[src/hw/rtl/assert_macros.svh]
// ---------------------------------------------------------------------------
// Assertion macros
// Shared concurrent assertion forms, clocked and disabled during reset.
// ---------------------------------------------------------------------------
`ifndef ASSERT_MACROS_SVH
`define ASSERT_MACROS_SVH

// Consequent must hold in the same cycle as the antecedent.
`define ASSERT_IMPLIES(label, clk, rst_n, ante, cons) \
    label: assert property (@(posedge clk) disable iff (!rst_n) (ante) |-> (cons)) \
        else $error("assertion failed: same-cycle implication");

// Consequent must hold in the cycle after the antecedent.
`define ASSERT_NEXT(label, clk, rst_n, ante, cons) \
    label: assert property (@(posedge clk) disable iff (!rst_n) (ante) |=> (cons)) \
        else $error("assertion failed: next-cycle implication");

`endif

[src/hw/rtl/igpl_pkg.sv]
// ---------------------------------------------------------------------------
// Isometric grid point-light package
// Widths, codes, transaction types and divider constants shared by the block.
// ---------------------------------------------------------------------------
package igpl_pkg;

    // Default sizes of the light table and the grid.
    localparam int unsigned MAX_LIGHTS_DEF = 16;
    localparam int unsigned GRID_DIM_DEF   = 1024;

    // Field widths.
    localparam int unsigned POS_W   = 24;
    localparam int unsigned CELL_W  = 10;
    localparam int unsigned INT_W   = 16;
    localparam int unsigned SCALE_W = 16;
    localparam int unsigned CFG_IDX_W = 2;
    localparam int unsigned CFG_DAT_W = 24;

    // Tile coordinate width: a 10-bit column plus half a 10-bit row, signed.
    localparam int unsigned TC_W  = 12;
    // Rounded per-axis magnitude and squared distance widths.
    localparam int unsigned MAG_W = 24;
    localparam int unsigned SQ_W  = 48;
    localparam logic [SQ_W-1:0] SQ_SAT = '1;

    // Request codes.
    localparam logic [1:0] REQ_ADD   = 2'd0;
    localparam logic [1:0] REQ_CLEAR = 2'd1;
    localparam logic [1:0] REQ_QUERY = 2'd2;

    // Configuration register indices.
    localparam logic [CFG_IDX_W-1:0] CFG_ORIGIN_X  = 2'd0;
    localparam logic [CFG_IDX_W-1:0] CFG_ORIGIN_Y  = 2'd1;
    localparam logic [CFG_IDX_W-1:0] CFG_SCALE_INV = 2'd2;

    localparam logic [SCALE_W-1:0] SCALE_RST = 16'd256;

    // Reciprocal: q = (NUM + den/2) / den with den = 6553600 + S.
    localparam int unsigned Q_W   = 17;
    localparam int unsigned DEN_W = SQ_W + 1;
    localparam int unsigned REM_W = DEN_W + Q_W;
    localparam logic [REM_W-1:0] DIV_NUM = 66'd429496729600;
    localparam logic [DEN_W-1:0] DEN_OFS = 49'd6553600;

    // Input transaction.
    typedef struct packed {
        logic [1:0]              req_type;
        logic signed [POS_W-1:0] light_x;
        logic signed [POS_W-1:0] light_y;
        logic [CELL_W-1:0]       cell_col;
        logic [CELL_W-1:0]       cell_row;
    } t_in_item;

    // Result transaction.
    typedef struct packed {
        logic [INT_W-1:0] intensity;
        logic             status;
    } t_out_item;

    // Query token handed from cell to cell.
    typedef struct packed {
        logic                   vld;
        logic signed [TC_W-1:0] tx;
        logic signed [TC_W-1:0] ty;
        logic [SQ_W-1:0]        best;
    } t_tok;

endpackage

[src/hw/rtl/igpl_recip.sv]
// ---------------------------------------------------------------------------
// Intensity reciprocal
// Restoring divider, one quotient bit per cycle, giving the rounded value
// of 100*2^32 / (6553600 + S).
// ---------------------------------------------------------------------------
module igpl_recip import igpl_pkg::*; (
    input  logic            i_clk,
    input  logic            i_rst_n,
    input  logic            i_start,
    input  logic [SQ_W-1:0] i_best,
    output logic            o_done,
    output logic [Q_W-1:0]  o_quot
);

    localparam int unsigned CNT_W = $clog2(Q_W);

    logic [DEN_W-1:0] r_den;
    logic [REM_W-1:0] r_rem;
    logic [REM_W-1:0] r_dsh;
    logic [Q_W-1:0]   r_q;
    logic [CNT_W-1:0] r_cnt;
    logic             r_load;
    logic             r_run;
    logic             r_done;
    logic             w_ge;
    logic [REM_W-1:0] w_diff;

    assign w_ge   = (r_rem >= r_dsh);
    assign w_diff = r_rem - r_dsh;

    // Sequencing: latch divisor, load remainder, then one step per cycle.
    always_ff @(posedge i_clk) begin
        if (!i_rst_n) begin
            r_load <= 1'b0;
            r_run  <= 1'b0;
            r_done <= 1'b0;
            r_cnt  <= '0;
        end else begin
            r_done <= 1'b0;
            if (i_start) begin
                r_load <= 1'b1;
            end else if (r_load) begin
                r_load <= 1'b0;
                r_run  <= 1'b1;
                r_cnt  <= CNT_W'(Q_W - 1);
            end else if (r_run) begin
                if (r_cnt == '0) begin
                    r_run  <= 1'b0;
                    r_done <= 1'b1;
                end else begin
                    r_cnt <= r_cnt - 1'b1;
                end
            end
        end
    end

    // Datapath: the rounding half of the divisor is folded into the dividend.
    always_ff @(posedge i_clk) begin
        if (i_start) begin
            r_den <= {1'b0, i_best} + DEN_OFS;
        end
        if (r_load) begin
            r_rem <= DIV_NUM + REM_W'(r_den >> 1);
            r_dsh <= REM_W'({r_den, {(Q_W-1){1'b0}}});
            r_q   <= '0;
        end else if (r_run) begin
            if (w_ge) begin
                r_rem <= w_diff;
            end
            r_dsh <= r_dsh >> 1;
            r_q   <= {r_q[Q_W-2:0], w_ge};
        end
    end

    assign o_done = r_done;
    assign o_quot = r_q;

endmodule

[config.mk]
export PLATFORM = sky130hd
export DESIGN_NAME = igpl_recip
export DESIGN_NICKNAME = d
export VERILOG_FILES = /design/src/hw/rtl/assert_macros.svh /design/src/hw/rtl/igpl_pkg.sv /design/src/hw/rtl/igpl_recip.sv
export SDC_FILE = /design/constraint.sdc
export NUM_CORES = 1
export LEC_CHECK = 0
export ABC_AREA = 1
export BUFFER_PORTS_ARGS = -buffer_cell sky130_fd_sc_hd__buf_2
export CAP_MARGIN = 20
export CORE_ASPECT_RATIO = 0.5
export CORE_MARGIN = 1
export CORE_UTILIZATION = 45
export CTS_CLUSTER_SIZE = 8
export DETAILED_ROUTE_END_ITERATION = 8
export GPL_TIMING_DRIVEN = 1
export SYNTH_ARGS = -nofsm -noshare
export SYNTH_HDL_FRONTEND = slang
export SYNTH_SLANG_ARGS = --single-unit
export TNS_END_PERCENT = 5
[constraint.sdc]
create_clock -name i_clk -period 4.15 [get_ports i_clk]
set_input_delay 0.415 -clock i_clk [delete_from_list [all_inputs] [get_ports i_clk]]
set_output_delay 0.415 -clock i_clk [all_outputs]
set_load 0.1 [all_outputs]
==> results of run 1 <==
cell type report:
| type | count | share of cell area |
|---|---|---|
| Inverter | 397 | 0.0947 |
| Clock inverter | 2 | 0.000874 |
| Tap cell | 423 | 0.0336 |
| Timing Repair Buffer | 76 | 0.0278 |
| Sequential cell | 205 | 0.365 |
| Clock buffer | 42 | 0.0492 |
| Multi-Input combinational cell | 1317 | 0.429 |
kinds of logic (layout without fill, tap and decap cells):
kind of cell,after synthesis,count (layout),share of synthesized area
compound gates,320,320,0.125
xor+xnor,37,37,0.0230
fa+ha+maj,70,70,0.0626
buf+inv,426,517,0.114
flops,205,205,0.407
simple gates,890,890,0.268
worst max path at each step:
stage,end,depth (start not counted),startpoint
3_5_place_dp,r_rem[41],14,r_rem[7]
3_3_place_gp,r_rem[41],14,r_rem[7]
6_report,r_rem[25],14,r_rem[7]
2_1_floorplan,r_rem[0],14,r_rem[0]
4_1_cts,r_rem[39],14,r_rem[7]
5_1_grt,r_rem[39],15,r_dsh[13]
metrics by stage:
step	area (um2)	hold WS (ns)	util	worst slack [ns]
2_1_floorplan	14100	0.432	-	0.653
3_3_place_gp	15000	0.451	0.489	1.08
3_5_place_dp	15000	0.465	0.489	1.06
5_1_grt	15700	0.0186	0.515	0.788
6_report	15700	0.0406	0.515	1.05
4_1_cts	15700	0.0199	0.515	1.04
cell usage after synthesis, types with 8 or more instances:
library cell	count	area [um2]
clkbuf_1	26	97.6
nand3b_1	9	67.6
a21oi_1	113	566
nor3_1	17	85.1
inv_1	395	1480
ha_1	69	863
nand4_1	23	144
o21ai_0	103	515
o22ai_1	75	469
dfxtp_1	41	821
xnor2_1	8	70.1
nand2_2	11	68.8
nand2_1	545	2050
xor2_1	29	254
o21bai_1	12	90.1
nand3_1	78	390
edfxtp_1	164	4920
nor2_1	172	646
sequential cells by signal (all words and copies together), names as in the netlist:
| register | cells |
|---|---|
| o_done | 1 |
| r_den | 49 |
| r_load | 1 |
| r_rem | 66 |
| o_quot | 17 |
| r_run | 1 |
| r_dsh | 65 |
| r_cnt | 5 |
layout by cell type (no fill, tap or decap), types with 9 or more instances in the layout:
master and n:
a21oi_1 113, buf_2 68, clkbuf_1 13, clkbuf_16 29
dfxtp_1 41, edfxtp_1 164, ha_1 69, inv_1 393
nand2_1 544, nand2_2 12, nand3_1 78, nand3b_1 9
nand4_1 23, nor2_1 172, nor3_1 17, o21ai_0 103
o21bai_1 12, o22ai_1 75, xor2_1 29
power by group:
part / internal [W] / switching (W)
Clock: 0.00126 / 0.000867
Sequential: 0.00244 / 0.0000536
Combinational: 0.000549 / 0.00132
Total: 0.00426 / 0.00224
metal layers:
| metal | share of wire | global-route usage | vias up | wire, um |
|---|---|---|---|---|
| met4 | 0.020 | 0.0599 | 0 | 920 |
| met3 | 0.092 | 0.0630 | 46 | 4270 |
| met2 | 0.40 | 0.432 | 437 | 18600 |
| met1 | 0.49 | 0.438 | 5796 | 22800 |
| li1 | - | - | 6457 | - |
| met5 | 0 | 0 | - | 0 |
==> results.py, run 1 <==
metrics = {
    "yosys": {
        "ys_types": 45,
        "synthArstFlopShare": 0,
        "synth-edff-count": 164,
        "synth_area_per_cell_um2": 7.24,
        "synthesis.area_um2": 14100,
        "ys.warnings.count": 0,
        "ys_seq_area_frac": 0.407,
        "synth-seq-cells": 205,
        "ys.flop_type": "edfxtp_1",
        "synth_cells": 1948,
        "synth_fp_nets": 2069,
    },
    "die": {
        "fp.coreArea_um2": 30600,
        "fp-row-count": 45,
        "die_h_um": 127,
        "initial_core_util": 0.461,
        "pin_count": 69,
        "die_area_um2": 32100,
        "die_w_um": 252,
    },
    "worst_hold_path": {
        "hold_start": "i_best[17]",
        "min_path_cells": 1,
        "worstHoldEndpoint": "r_den[17]",
        "hold_path_class": "in2reg",
    },
    "global_routing": {
        "grt_pass1_vias": 11800,
        "globalRoute.totalOverflow": 0,
        "grt_max_degree": 68,
        "grt_first_pass_wirelength_um": 69500,
        "antenna_found_initial": 2,
        "track_usage": 0.293,
    },
    "cells_and_area": {
        "multiInputGateArea_um2": 6750,
        "area_delta_synth_final_pct": 11.7,
        "fin_nets": 2147,
        "fill_cells": 3169,
        "antennaDiodeCount": 0,
        "drive_gt1_frac": 0.0741,
        "stdcell_count": 2462,
        "seq_area_um2": 5750,
    },
    "critical_path": {
        "path_delay_family": "simple AND/OR/NAND/NOR gates",
        "reg2reg_slack_ns": 1.05,
        "crit_required_ns": 4.39,
        "r2r_cells": 14,
        "crit_type": "reg2reg",
        "path_max_fanout": 27,
        "worst-path-buf-inv": 1,
        "reg2reg_from": "r_rem[7]",
        "cpMostUsedCell": "nand2_1",
        "r2r-end": "r_rem[25]",
        "cp-start-kind": "flop",
        "cp_slowest_cell": "nand2_2",
        "endpoint_kind": "flop",
        "worstPathCellList": "ha_1 -> nand2_1 -> nor2_2 -> nand3_1 -> nand3_2 -> nand2_1 -> nand2_2 -> nand2_1 -> nand2_1 -> nand3_1 -> nand2_1 -> nand2_1 -> nand2_2 -> buf_12",
        "slowest_delay_ns": 0.44,
        "cp.arrival_ns": 3.34,
    },
    "routing": {
        "first_pass_iters": 5,
        "drc": 0,
        "ant_nets": 0,
        "viasPerCell": 5.17,
        "drt-initial-drc-count": 1141,
        "totalWireLength_um": 46500,
        "vias": 12700,
        "routedWlPerCell_um": 18.9,
    },
    "cts": {
        "clk_latency_ns": 0.56,
        "post_cts_resized": 0,
        "clock_sinks": 205,
        "postCtsHoldBufs": 0,
        "post_cts_buffers": 0,
        "cts_root_buffer": "clkbuf_16",
        "clkTransAtPathRegs_ns": 0.06,
        "cts_buffer_depth": 3,
        "cts_tree": "built",
        "cts_buffers": 29,
        "htreeDepth": 1,
    },
    "placed_design": {
        "place.gp.congestion": 1.00,
        "dp_hpwl_um": 37900,
        "portBuffers": 68,
        "place_inst": 2418,
    },
    "timing": {
        "finalHoldViolCount": 0,
        "finalCritPeriodShare": 0.747,
        "setup_viol": 0,
        "setup_tns_ns": 0,
        "worst_pin_slew_ns": 0.803,
        "final-max-slew-violation-count": 0,
        "grt_setup_unrepaired": "false",
        "fin_skew_ns": 0.0188,
        "fmax_mhz": 323,
        "period_minus_slack_ns": 3.10,
        "relSlewSlack": 0.465,
    },
    "flow_run": {
        "drv_cap": 0,
    },
    "power_and_ir_drop": {
        "p_leak_nw": 7.52,
        "total_power_w": 0.00650,
        "ir_drop_mv": 0.245,
        "p_per_area_nw_per_um2": 413,
    },
    "run_status": {
        "status": "completed",
    },
}
No activity file was read; power rests on OpenSTA's default activity.
==> run 2: changes to the inputs <==
--- a/config.mk
+++ b/config.mk
@@ -5,7 +5,7 @@
 export SDC_FILE = /design/constraint.sdc
 export NUM_CORES = 1
 export LEC_CHECK = 0
-export ABC_AREA = 1
+export ABC_AREA = 0
 export BUFFER_PORTS_ARGS = -buffer_cell sky130_fd_sc_hd__buf_2
 export CAP_MARGIN = 20
 export CORE_ASPECT_RATIO = 0.5
==> constraint.sdc (replaced) <==
create_clock -name i_clk -period 2.5 [get_ports i_clk]
set_input_delay 0.25 -clock i_clk [delete_from_list [all_inputs] [get_ports i_clk]]
set_output_delay 0.25 -clock i_clk [all_outputs]
set_load 0.1 [all_outputs]
==> run 2 against run 1 <==
Compared with the run above:
- the flow now finishes with violations (negative setup slack)
- final cell count decreased by 14%
- hold slack got worse by 0.019 ns
- global-route usage fell by 3.4 points
- fmax shrank 11%
- count of clock-buffer cells in the layout increased by 10
- die area decreased by 11%
- critical endpoint is now r_rem[65]
- largest cell class unchanged
- largest power group is now combinational cells
==> results.py, run 2 <==
metrics = {
    "routing": {
        "vias": 11300,
        "drc": 0,
        "drt-initial-drc-count": 757,
        "totalWireLength_um": 37400,
        "first_pass_iters": 6,
        "viasPerCell": 5.36,
        "ant_nets": 0,
        "routedWlPerCell_um": 17.7,
    },
    "yosys": {
        "synth_xor_area_frac": 0.0571,
        "synth.area.top_cells": "edfxtp_1 39%, ha_1 6.9%, dfxtp_1 6.5%",
        "ys.warnings.count": 0,
        "synth_area_leader_cell": "edfxtp_1",
        "ys.flop_type": "edfxtp_1",
        "synth_compound_gate_area_share": 0.165,
        "synth-edff-count": 164,
        "synth_top_area_frac": 0.392,
        "yosys.cell_count.top_type": "nand2_1",
        "synthMuxAreaShare": 0.0334,
        "synth_top_family_by_area": "simple AND/OR/NAND/NOR gates",
        "ys_seq_area_frac": 0.457,
        "synthArstFlopShare": 0,
        "synth_fp_nets": 1468,
        "ys_types": 73,
        "synthSimpleGateAreaFrac": 0.167,
        "synth_cells": 1347,
        "synth-seq-cells": 205,
        "synthesis.area_um2": 12600,
        "synthAdderAreaFrac": 0.0703,
        "synth_common_cells": "206 x nand2_1, 164 x edfxtp_1, 107 x o21ai_0, 95 x a21oi_1, 95 x nor2_1",
        "synth_area_per_cell_um2": 9.33,
    },
    "critical_path": {
        "cp-start-kind": "flop",
        "cp.arrival_ns": 3.76,
        "r2r_cells": 13,
        "reg2reg_slack_ns": -1.00,
        "endpoint_kind": "flop",
        "reg2reg_from": "r_dsh[21]",
        "crit_type": "reg2reg",
        "startpoint": "r_dsh[21]",
        "path_max_fanout": 6,
        "crit_path_end": "r_rem[65]",
        "r2r-end": "r_rem[65]",
        "crit_required_ns": 2.76,
    },
    "flow_run": {
        "drv_cap": 0,
    },
    "timing": {
        "period_minus_slack_ns": 3.50,
        "setup_viol": 113,
        "hold-worst-slack_ns": 0.0218,
        "relSlewSlack": 0.583,
        "final-max-slew-violation-count": 0,
        "grt_setup_unrepaired": "true",
        "fin_skew_ns": 0.0298,
        "fmax_mhz": 286,
        "setup_tns_ns": -84.47,
        "timing.final.ws_setup_ns": -1.00,
        "finalCritPeriodShare": 1.40,
        "finalHoldViolCount": 0,
        "worst_pin_slew_ns": 0.626,
    },
    "power_and_ir_drop": {
        "ir_drop_mv": 0.485,
        "p_switching_w": 0.00405,
        "total_power_w": 0.0127,
        "p_clk_frac": 0.290,
        "intPower_w": 0.00863,
        "p_sw_frac": 0.320,
        "power_frac_seq": 0.341,
        "p_per_area_nw_per_um2": 737,
        "comb_power_share": 0.368,
        "p_leak_nw": 7.17,
    },
    "die": {
        "fp.coreArea_um2": 26900,
        "pin_count": 69,
        "die_area_um2": 28600,
        "initial_core_util": 0.467,
        "die_h_um": 120,
        "die_w_um": 238,
        "fp-row-count": 42,
    },
    "run_status": {
        "status": "finished, violations left",
        "violations": "negative setup slack",
    },
    "cells_and_area": {
        "drive_gt1_frac": 0.294,
        "antennaDiodeCount": 0,
        "area_delta_synth_final_pct": 36.9,
        "layout_commonest_cell": "buf_4",
        "fin_nets": 1835,
        "largest_register": "r_rem",
        "largest_register_ffs": 66,
        "mostFrequentLayoutCells": "289 x buf_4, 205 x nand2_1, 164 x edfxtp_1",
        "top_regs": "r_rem: 66 flops, r_dsh: 65 flops, r_den: 49 flops",
    },
    "global_routing": {
        "antenna_found_initial": 0,
        "grt_max_degree": 63,
        "track_usage": 0.258,
        "globalRoute.totalOverflow": 0,
        "grt_pass1_vias": 11100,
        "grt_first_pass_wirelength_um": 58100,
    },
    "placed_design": {
        "dp_hpwl_um": 27000,
        "portBuffers": 68,
        "place.gp.congestion": 0.923,
    },
    "cts": {
        "clkTransAtPathRegs_ns": 0.05,
        "cts_root_buffer": "clkbuf_16",
        "clk_latency_ns": 0.57,
        "clock_sinks": 205,
        "cts_tree": "built",
        "cts_buffer_depth": 3,
        "cts_buffers": 29,
        "htreeDepth": 1,
    },
    "worst_hold_path": {
        "hold_path_class": "in2reg",
        "min_path_cells": 2,
    },
}
run 2: power by group through the flow:
stage	logic, W	clock network, W	registers [W]
finish	0.00467	0.00368	0.00433
floorplan	0.00230	0	0.00433
CTS	0.00439	0.00374	0.00432
global route	0.00507	0.00390	0.00436
detailed placement	0.00415	0	0.00437
global placement	0.00410	0	0.00436
run 2: cell type report:
cell class              count  area (um2)
flip-flops and latches    205        5750
multi-input cells         987        6760
clock buffers              52         812
repair buffers            401        3060
inverters                  90         338
clock inverters             2        13.8
well taps                 374         468
fillers                  2285        9700
run 2: worst min path at each step:
stage                     startpoint        end  slack, ns
after floorplan            i_best[0]   r_den[0]       0.35
after global placement     i_best[3]   r_den[3]       0.43
after detailed placement   i_best[1]   r_den[1]       0.43
after CTS                 i_best[44]  r_den[44]     0.0006
after global routing      i_best[22]  r_den[22]      0.004
final                     i_best[44]  r_den[44]       0.02
run 2: metrics by stage:
stage | setup WS, ns | util | cell area, um2 | instances
floorplan | -1.50 | - | 12600 | 1347
global placement | -0.938 | 0.572 | 15400 | 2018
detailed placement | -1.01 | 0.572 | 15400 | 2018
CTS | -0.949 | 0.624 | 16800 | 2099
global route | -1.07 | 0.639 | 17200 | 2111
finish | -1.00 | 0.639 | 17200 | 2111
run 2: kinds of logic after synthesis:
logic type	count (synthesis)
buffers and inverters	155
AND/OR/NAND/NOR	461
adder cells (fa/ha/maj)	70
flip-flops	205
AO/OA/AOI/OAI	333
multiplexers	41
XOR/XNOR	82
run 2: critical path: stages, from the launching register on:
cell and delay [ns]:
edfxtp_1 0.39, inv_1 0.07, ha_1 0.35, nand2_1 0.09, o21ai_1 0.18, o21ba_4 0.19, or4_4 0.41, a31o_4 0.24
a211o_1 0.33, a21oi_2 0.22, o31ai_4 0.11, o21ai_4 0.24, buf_6 0.19, clkbuf_16 0.18
run 2: timing repair:
item                                    CTS  global route
endpoints found under the hold margin    28             0
cloned                                    0             3
setup buffers                             2             9
endpoints found under the setup margin  118           119
resized for setup                        66            59
hold buffers                             25             0
pin swaps                                20            31
run 2: routing by layer:
metal | wire length (um) | up-vias | global-route usage
met1 | 17700 | 5445 | 0.367
li1 | - | 5559 | -
met5 | 0 | - | 0
met3 | 2050 | 39 | 0.0397
met2 | 17100 | 267 | 0.419
met4 | 593 | 0 | 0.0545
